File: src/sv/s2c_pkg.sv
// Shared types, constants and the month-length table for the seconds-to-calendar block.
package s2c_pkg;

  localparam logic [31:0] EPOCH_RESET = 32'd3155673600;

  localparam int DIV_W     = 6;   // widest constant divisor (60) fits here
  localparam int DIV_STEPS = 2;   // quotient step, then remainder step
  localparam int CNT_W     = $clog2(DIV_STEPS);
  localparam int DAYS_W    = 16;  // 2^32 seconds is under 49711 days
  localparam int YEAR_W    = 8;
  localparam int MONTH_W   = 4;
  localparam int DAY_W     = 5;

  localparam logic [DIV_W-1:0] SEC_PER_MIN  = 6'd60;
  localparam logic [DIV_W-1:0] MIN_PER_HOUR = 6'd60;
  localparam logic [DIV_W-1:0] HOUR_PER_DAY = 6'd24;

  // reciprocals: floor(x / d) == (x * RECIP) >> SHIFT for every 32-bit x
  localparam logic [31:0] RECIP_60       = 32'h8888_8889;  // ceil(2^37 / 60)
  localparam int          RECIP_SHIFT_60 = 37;
  localparam logic [31:0] RECIP_24       = 32'hAAAA_AAAB;  // ceil(2^36 / 24)
  localparam int          RECIP_SHIFT_24 = 36;

  localparam logic [DAYS_W-1:0] DAYS_PER_YEAR = 16'd365;
  localparam logic [DAYS_W-1:0] DAYS_PER_QUAD = 16'd1461;  // one leap year plus three plain years
  localparam logic [YEAR_W-1:0] YEARS_PER_QUAD = 8'd4;

  localparam logic [MONTH_W-1:0] MONTH_JAN = 4'd1;
  localparam logic [MONTH_W-1:0] MONTH_FEB = 4'd2;
  localparam logic [MONTH_W-1:0] MONTH_DEC = 4'd12;

  typedef enum logic [2:0] {
    OP_IDLE,
    OP_LOAD,
    OP_DIV,
    OP_QUAD,
    OP_YEAR,
    OP_MONTH
  } dp_op_t;

  typedef enum logic [1:0] {
    DIV_SEC,
    DIV_MIN,
    DIV_HOUR
  } div_sel_t;

  typedef struct packed {
    dp_op_t   op;
    div_sel_t sel;
    logic     capture;
    logic     publish;
  } dp_cmd_t;

  typedef struct packed {
    logic below;
    logic quad_ge;
    logic year_ge;
    logic month_done;
  } dp_sts_t;

  function automatic logic [DAY_W-1:0] month_len(input logic [MONTH_W-1:0] m, input logic leap);
    logic [DAY_W-1:0] len;
    unique case (m)
      MONTH_FEB:                 len = leap ? 5'd29 : 5'd28;
      4'd4, 4'd6, 4'd9, 4'd11:   len = 5'd30;
      default:                   len = 5'd31;
    endcase
    return len;
  endfunction

endpackage

File: src/sv/s2c_datapath.sv
// Datapath: offset register, shared reciprocal divider, year/month reduction, result registers.
module s2c_datapath import s2c_pkg::*; (
  input  logic                clk,
  input  logic                rst_n,
  input  dp_cmd_t             cmd,
  output dp_sts_t             sts,
  input  logic [31:0]         in_seconds_since_1900,
  input  logic                cfg_we,
  input  logic [31:0]         cfg_wdata,
  output logic                out_valid,
  output logic [YEAR_W-1:0]   out_year_offset,
  output logic [MONTH_W-1:0]  out_month,
  output logic [DAY_W-1:0]    out_day,
  output logic [4:0]          out_hour,
  output logic [5:0]          out_minute,
  output logic [5:0]          out_second,
  output logic                out_before_epoch
);

  logic [31:0]        offset_r;
  logic [31:0]        acc_r;
  logic [31:0]        quo_r;
  logic               before_r;
  logic [5:0]         sec_r;
  logic [5:0]         min_r;
  logic [4:0]         hr_r;
  logic [DAYS_W-1:0]  days_r;
  logic [YEAR_W-1:0]  year_r;
  logic [MONTH_W-1:0] month_r;
  logic               out_valid_r;
  logic [YEAR_W-1:0]  out_year_r;
  logic [MONTH_W-1:0] out_month_r;
  logic [DAY_W-1:0]   out_day_r;
  logic [4:0]         out_hour_r;
  logic [5:0]         out_minute_r;
  logic [5:0]         out_second_r;
  logic               out_before_r;

  logic [DIV_W-1:0]   div_val;
  logic [31:0]        recip;
  logic [63:0]        prod;
  logic [31:0]        quo;
  logic [31:0]        quo_mul;
  logic [31:0]        rem_full;
  logic               leap;
  logic [DAYS_W-1:0]  ylen;
  logic [DAY_W-1:0]   mlen;

  always_comb begin
    unique case (cmd.sel)
      DIV_SEC: begin
        div_val = SEC_PER_MIN;
        recip   = RECIP_60;
      end
      DIV_MIN: begin
        div_val = MIN_PER_HOUR;
        recip   = RECIP_60;
      end
      DIV_HOUR: begin
        div_val = HOUR_PER_DAY;
        recip   = RECIP_24;
      end
      default: begin
        div_val = SEC_PER_MIN;
        recip   = RECIP_60;
      end
    endcase
    // quotient by reciprocal multiply, remainder from the registered quotient
    prod     = {32'd0, acc_r} * {32'd0, recip};
    quo      = (cmd.sel == DIV_HOUR) ?
               {{(RECIP_SHIFT_24-32){1'b0}}, prod[63:RECIP_SHIFT_24]} :
               {{(RECIP_SHIFT_60-32){1'b0}}, prod[63:RECIP_SHIFT_60]};
    quo_mul  = quo_r * {{(32-DIV_W){1'b0}}, div_val};
    rem_full = acc_r - quo_mul;

    leap = (year_r[1:0] == 2'd0);
    ylen = DAYS_PER_YEAR + {{(DAYS_W-1){1'b0}}, leap};
    mlen = month_len(month_r, leap);

    sts.below      = before_r;
    sts.quad_ge    = days_r >= DAYS_PER_QUAD;
    sts.year_ge    = days_r >= ylen;
    sts.month_done = (days_r < {{(DAYS_W-DAY_W){1'b0}}, mlen}) || (month_r >= MONTH_DEC);
  end

  always_ff @(posedge clk) begin
    if (!rst_n) begin
      offset_r    <= EPOCH_RESET;
      out_valid_r <= 1'b0;
    end else begin
      if (cfg_we) begin
        offset_r <= cfg_wdata;
      end
      out_valid_r <= cmd.publish;
    end
  end

  always_ff @(posedge clk) begin
    unique case (cmd.op)
      OP_LOAD: begin
        acc_r    <= in_seconds_since_1900 - offset_r;
        before_r <= in_seconds_since_1900 < offset_r;
      end
      OP_DIV: begin
        if (cmd.capture) begin
          acc_r <= quo_r;
          unique case (cmd.sel)
            DIV_SEC:  sec_r <= rem_full[5:0];
            DIV_MIN:  min_r <= rem_full[5:0];
            DIV_HOUR: begin
              hr_r    <= rem_full[4:0];
              days_r  <= quo_r[DAYS_W-1:0];
              year_r  <= '0;
              month_r <= MONTH_JAN;
            end
            default: ;
          endcase
        end else begin
          quo_r <= quo;
        end
      end
      OP_QUAD: begin
        days_r <= days_r - DAYS_PER_QUAD;
        year_r <= year_r + YEARS_PER_QUAD;
      end
      OP_YEAR: begin
        days_r <= days_r - ylen;
        year_r <= year_r + 8'd1;
      end
      OP_MONTH: begin
        days_r  <= days_r - {{(DAYS_W-DAY_W){1'b0}}, mlen};
        month_r <= month_r + 4'd1;
      end
      default: ;
    endcase

    if (cmd.publish) begin
      if (before_r) begin
        out_year_r   <= '0;
        out_month_r  <= '0;
        out_day_r    <= '0;
        out_hour_r   <= '0;
        out_minute_r <= '0;
        out_second_r <= '0;
        out_before_r <= 1'b1;
      end else begin
        out_year_r   <= year_r;
        out_month_r  <= month_r;
        out_day_r    <= days_r[DAY_W-1:0] + 5'd1;
        out_hour_r   <= hr_r;
        out_minute_r <= min_r;
        out_second_r <= sec_r;
        out_before_r <= 1'b0;
      end
    end
  end

  assign out_valid        = out_valid_r;
  assign out_year_offset  = out_year_r;
  assign out_month        = out_month_r;
  assign out_day          = out_day_r;
  assign out_hour         = out_hour_r;
  assign out_minute       = out_minute_r;
  assign out_second       = out_second_r;
  assign out_before_epoch = out_before_r;

endmodule

File: src/sv/s2c_ctrl.sv
// Controller: sequences load, three divisions, year and month reduction, and result publish.
module s2c_ctrl import s2c_pkg::*; (
  input  logic    clk,
  input  logic    rst_n,
  input  logic    start,
  output logic    busy,
  input  dp_sts_t sts,
  output dp_cmd_t cmd
);

  typedef enum logic [2:0] {
    ST_IDLE,
    ST_CHECK,
    ST_DIV_SEC,
    ST_DIV_MIN,
    ST_DIV_HOUR,
    ST_QUAD,
    ST_YEAR,
    ST_MONTH
  } state_t;

  localparam logic [CNT_W-1:0] CNT_LAST = CNT_W'(DIV_STEPS - 1);

  state_t           state_r, state_nxt;
  logic [CNT_W-1:0] cnt_r, cnt_nxt;
  logic             busy_r;

  always_comb begin
    state_nxt   = state_r;
    cnt_nxt     = cnt_r;
    cmd.op      = OP_IDLE;
    cmd.sel     = DIV_SEC;
    cmd.capture = 1'b0;
    cmd.publish = 1'b0;
    unique case (state_r)
      ST_IDLE: begin
        if (start) begin
          cmd.op    = OP_LOAD;
          state_nxt = ST_CHECK;
        end
      end
      ST_CHECK: begin
        cnt_nxt = '0;
        if (sts.below) begin
          cmd.publish = 1'b1;
          state_nxt   = ST_IDLE;
        end else begin
          state_nxt = ST_DIV_SEC;
        end
      end
      ST_DIV_SEC, ST_DIV_MIN, ST_DIV_HOUR: begin
        cmd.op  = OP_DIV;
        cnt_nxt = cnt_r + 1'b1;
        unique case (state_r)
          ST_DIV_MIN:  cmd.sel = DIV_MIN;
          ST_DIV_HOUR: cmd.sel = DIV_HOUR;
          default:     cmd.sel = DIV_SEC;
        endcase
        if (cnt_r == CNT_LAST) begin
          cmd.capture = 1'b1;
          unique case (state_r)
            ST_DIV_SEC: state_nxt = ST_DIV_MIN;
            ST_DIV_MIN: state_nxt = ST_DIV_HOUR;
            default:    state_nxt = ST_QUAD;
          endcase
        end
      end
      ST_QUAD: begin
        if (sts.quad_ge) begin
          cmd.op = OP_QUAD;
        end else begin
          state_nxt = ST_YEAR;
        end
      end
      ST_YEAR: begin
        if (sts.year_ge) begin
          cmd.op = OP_YEAR;
        end else begin
          state_nxt = ST_MONTH;
        end
      end
      ST_MONTH: begin
        if (!sts.month_done) begin
          cmd.op = OP_MONTH;
        end else begin
          cmd.publish = 1'b1;
          state_nxt   = ST_IDLE;
        end
      end
      default: state_nxt = ST_IDLE;
    endcase
  end

  always_ff @(posedge clk) begin
    if (!rst_n) begin
      state_r <= ST_IDLE;
      cnt_r   <= '0;
      busy_r  <= 1'b0;
    end else begin
      state_r <= state_nxt;
      cnt_r   <= cnt_nxt;
      busy_r  <= (state_nxt != ST_IDLE);
    end
  end

  assign busy = busy_r;

endmodule

File: src/sv/seconds_to_calendar.sv
// Top level: seconds since 1900 to calendar fields relative to a programmable epoch.
//
//  channel   ports                                   handshake
//  -------   -------------------------------------   ------------------------------------
//  request   in_seconds_since_1900                   taken when start && !busy
//  result    out_year_offset .. out_before_epoch     out_valid high for exactly one cycle
//  config    cfg_wdata                               written when cfg_we is high
//
// A request below the epoch has its comparison registered at the load and is then
// published, with out_before_epoch set and every other field zero. Otherwise the
// result follows the load, the check and three divisions (by 60, 60, 24) in the shared
// reciprocal divider, each a quotient step and a remainder step, then up to 34 four-year
// strides, up to 3 single years and up to 11 months in the day-count subtractor, and
// is published once the months are done.
// busy falls in the cycle the result is shown; a new request may be taken right then.
// Reset (rst_n low, synchronous) returns the controller to idle, drops out_valid and
// loads the epoch register with 2000-01-01. Results cannot be held off by the receiver.
module seconds_to_calendar import s2c_pkg::*; (
  input  logic                clk,
  input  logic                rst_n,
  input  logic                start,
  output logic                busy,
  input  logic [31:0]         in_seconds_since_1900,
  input  logic                cfg_we,
  input  logic [31:0]         cfg_wdata,
  output logic                out_valid,
  output logic [YEAR_W-1:0]   out_year_offset,
  output logic [MONTH_W-1:0]  out_month,
  output logic [DAY_W-1:0]    out_day,
  output logic [4:0]          out_hour,
  output logic [5:0]          out_minute,
  output logic [5:0]          out_second,
  output logic                out_before_epoch
);

  // command and status between the sequencer and the arithmetic
  dp_cmd_t cmd;
  dp_sts_t sts;

  // sequencer: owns busy and decides every datapath step
  s2c_ctrl u_ctrl (
    .clk   (clk),
    .rst_n (rst_n),
    .start (start),
    .busy  (busy),
    .sts   (sts),
    .cmd   (cmd)
  );

  // arithmetic: epoch subtract, divider, year/month walk, result registers
  s2c_datapath u_dp (
    .clk                   (clk),
    .rst_n                 (rst_n),
    .cmd                   (cmd),
    .sts                   (sts),
    .in_seconds_since_1900 (in_seconds_since_1900),
    .cfg_we                (cfg_we),
    .cfg_wdata             (cfg_wdata),
    .out_valid             (out_valid),
    .out_year_offset       (out_year_offset),
    .out_month             (out_month),
    .out_day               (out_day),
    .out_hour              (out_hour),
    .out_minute            (out_minute),
    .out_second            (out_second),
    .out_before_epoch      (out_before_epoch)
  );

endmodule

File: config.mk
export PLATFORM = sky130hd
export DESIGN_NAME = seconds_to_calendar
export DESIGN_NICKNAME = d
export VERILOG_FILES = /design/src/sv/s2c_pkg.sv /design/src/sv/s2c_datapath.sv /design/src/sv/s2c_ctrl.sv /design/src/sv/seconds_to_calendar.sv
export SDC_FILE = /design/constraint.sdc
export NUM_CORES = 2
export LEC_CHECK = 0
export BUFFER_PORTS_ARGS = -buffer_cell sky130_fd_sc_hd__buf_2
export CAP_MARGIN = 20
export CORE_MARGIN = 2
export CORE_UTILIZATION = 56
export CTS_CLUSTER_SIZE = 10
export DETAILED_ROUTE_END_ITERATION = 7
export HOLD_SLACK_MARGIN = 0.12
export PLACE_DENSITY = 0.71
export SYNTH_ARGS = -nofsm -noshare
export SYNTH_HDL_FRONTEND = slang
export SYNTH_SLANG_ARGS = --single-unit
File: constraint.sdc
create_clock -name clk -period 11 [get_ports clk]
set_input_delay 1.1 -clock clk [delete_from_list [all_inputs] [get_ports clk]]
set_output_delay 1.1 -clock clk [all_outputs]
set_load 0.01 [all_outputs]
==> results.md <==
* Clk slew on worst S/H paths at 80 ps
* RSZ-0062 raised after global routing: false
* Largest net degree at the start of global routing at 54
* Synth warn at 0
* Status: finished clean
* Worst Setup Start Kind: flip-flop
* Min Tclk post-route at between 9000 and 10,000 ps
* Fin. Hold Viols at 0
* Synth Area in XOR/XNOR at 0.0417
* 1st-pass router iterations at 8
* Mean Syn Cell Area at ~9.5 sq um
* Worst slack, placed at 1390 ps
* DRT Wirelength at roughly 80,000 um
* Synth area leaders: fa_1, ha_1, edfxtp_1
* Synthesized instance count at roughly 3,000
* Std-Cell Rows at 82
* Crit path largest cell delay at roughly 1100 ps
* # Post-CTS Setup Buffers at 0
* Final Skew at 15.0 ps
* Grt ovf at 0
* CP endpoint kind: flip-flop
* Worst slew margin at 0.217
* Global-route total usage across every layer at 0.322
* Slowest cell on the critical path: a2111oi_1
* Drt wl/cell at approximately 22 um
* Synth Area in Simple Gates at 0.0929
* Reg2reg path depth at 25
* Vias at 21,100
* CTS tree: yes
* Die Area at 52,500 sq um
* Die Ht at 229 um
* Post-CTS Hold Buffers at 0
* WS Path Type: flip-flop to flip-flop
* First-pass GRT wire length at 128,000 um
* Worst reg2reg path endpoint: u_dp.quo_r[24]
* Post-synthesis compound-gate area fraction at 0.106
* Initial antenna violation count at 3
* CP dominant cell by count: fa_1
* Register area share after synthesis at 0.176
* Number of global-route vias before repair at 22,000
* # setup viols final at 0
* Fillers at 4,441
* Reg area at 4990 sq um
* Worst path bufs/invs at 5
* Crit share post-route at 0.881
* Hold WC Path Type: flip-flop to flip-flop
* Final core occ at 0.604
* # diodes at 0
* Net count, final at 3,941
* Worst setup endpoint: u_dp.quo_r[24]
* Syn_nets at 3,877
* Die X-Extent at 229 um
* Mapped Area at 28,400 sq um
* Max-cap violations at 0
* PostCTS Resize Cnt at 0
* Reg-to-reg slack, setup at 1300 ps
* Ports at 105
* R2r startpoint: u_ctrl.state_r[2]
* Share of cells above drive strength 1 at 0.0608
* DR vias/cell at approximately 5.6
* Proportion of synthesized area in mux cells at 0.0108
* Yosys cell types at 75
* CTS sink cnt at ~180
* Seq cells post-synth at approximately 180
* Largest delay contributor family on the critical path: adder cells
* Clk root buf: clkbuf_16
* Crit. Startpoint: u_ctrl.state_r[2]
* Port bufs at 104
* Clk_lat worst skew at 460 ps
* Dpl hpwl at 71,600 um
* Post-synth EDFFs at 141
* Initial core utilization at 0.567
* Max clock buf depth at 2
* Worst path arrival time at 9910 ps
* GPL Wtd Cong at 0.994
* Synth Area in Adders at 0.461
* Max Slew Vio Count at 0
* Core Area at approximately 50,000 sq um
* Largest family of logic cells by synthesized area: adder cells
* Worst Tran Pin Value at 1170 ps
* Htree depth at 4
* Number of remaining DRC errors at 0
* Post-synth top flop: edfxtp_1
* Initial DRC count at 1,465
* Inserted Clock Buffers at 17
* Critical Path Stages at 25
* Area Growth Syn to Fin at 6.56%
* Crit Path Max Fanout at 27
* Asr flop ratio synth at 0
* Max Fclk at 103 MHz
* WP data required at 11,220 ps
* Top-area cell type share of the netlist area at 0.276
* Footprint of the multi-input gates at 20,200 sq um
* Fin Setup TNS at 0 ps
* DRT antenna net count at 0
* Min setup slack post-route at 1300 ps
* Synth area leader: fa_1
==> layout by cell type (no fill, tap or decap), types with 6 or more instances in the layout <==
cell type | Yosys | final
a31oi_1 | 19 | 19
a21oi_1 | 119 | 119
nor4_1 | 6 | 6
nor2b_1 | 59 | 59
nand4_1 | 20 | 20
or2_2 | 17 | 17
nor3_1 | 22 | 21
clkbuf_16 | 0 | 17
o211ai_1 | 21 | 21
clkinv_8 | 0 | 7
nand2b_1 | 11 | 11
or3_1 | 17 | 17
o21ai_0 | 91 | 91
a221oi_1 | 8 | 8
a221o_1 | 10 | 10
buf_4 | 0 | 16
a21boi_0 | 6 | 6
and4_1 | 7 | 7
a211oi_1 | 16 | 16
nor2_1 | 143 | 142
o31ai_1 | 15 | 15
inv_1 | 758 | 758
edfxtp_1 | 141 | 141
buf_2 | 0 | 104
nand2_1 | 176 | 176
xor2_1 | 48 | 48
nand3_1 | 36 | 36
and3_1 | 15 | 15
o21a_1 | 18 | 18
xnor2_1 | 87 | 87
and2_1 | 9 | 9
ha_1 | 420 | 420
a311oi_1 | 7 | 7
o21bai_1 | 10 | 10
a21o_1 | 51 | 51
fa_1 | 391 | 391
mux2i_1 | 26 | 26
dfxtp_1 | 38 | 38
==> flip-flops by register name, summed over array words and instances, names as in the netlist, 8 cells and up <==
name	count
u_dp.days_r	16
u_dp.offset_r	32
u_dp.quo_r	28
u_dp.out_year_offset	8
u_dp.year_r	8
u_dp.acc_r	32
==> how the worst min path moves through the flow <==
stage                                  from           endpoint  slack, ps  depth (start not counted)
after floorplan           u_dp.offset_r[14]  u_dp.offset_r[14]        460                          2
after global placement    u_dp.offset_r[18]  u_dp.offset_r[18]        480                          2
after detailed placement  u_dp.offset_r[18]  u_dp.offset_r[18]        480                          2
after CTS                 u_dp.offset_r[18]  u_dp.offset_r[18]        490                          2
after global routing      u_dp.offset_r[28]  u_dp.offset_r[28]        510                          2
final                     u_dp.offset_r[14]  u_dp.offset_r[14]        490                          2
==> Yosys cell counts, types with 51 or more instances <==
library cell	instances
fa_1	391
a21oi_1	119
nor2b_1	59
edfxtp_1	141
xnor2_1	87
nand2_1	176
ha_1	420
nor2_1	143
inv_1	758
a21o_1	51
o21ai_0	91
clkbuf_1	67
==> layer usage <==
metal / vias up / GRT usage / share of wire
li1: 9825 / - / -
met1: 10500 / 0.441 / 0.44
met2: 674 / 0.544 / 0.48
met3: 117 / 0.0356 / 0.053
met4: 0 / 0.0929 / 0.031
met5: - / 0 / 0
==> stage by stage <==
stage,hold WS [ps],area [sq um],cells
after CTS,493,30200,3745
after floorplan,459,28400,2998
final,489,30200,3747
after detailed placement,479,29600,3713
after global placement,476,29600,3713
after global routing,511,30200,3747
==> cell families after synthesis <==
logic type,count (synthesis)
flip-flops,179
adder cells (fa/ha/maj),811
multiplexers,30
AO/OA/AOI/OAI,453
buffers and inverters,838
XOR/XNOR,135
AND/OR/NAND/NOR,552
==> area by class of cell <==
cell class | instances | area share
multi-input combinational | 1981 | 0.669
inverter | 762 | 0.0946
tap | 672 | 0.0278
clock inverter | 15 | 0.00671
clock buffer | 17 | 0.0141
sequential | 179 | 0.165
timing repair buffer | 121 | 0.0221
==> worst reg2reg max path, cell delays in order (launching register included) <==
cell       delay [ps]
dfxtp_1           570
nor3b_4           270
buf_4             360
nand2_1           290
xnor2_1           850
ha_1              290
inv_1              60
fa_1              530
inv_1              50
fa_1              670
fa_1              480
fa_1              460
fa_1              490
inv_1              50
fa_1              530
inv_1              40
ha_1              190
a21oi_1           280
o21bai_1          110
a2111oi_1        1050
o311a_1           580
a2111o_1          350
nand3_1           190
a211oi_1          400
nor3_1             80
a31o_2            230
Power is not shown: default switching activity piles up to over one toggle a cycle in this logic, so the estimate is an artifact.
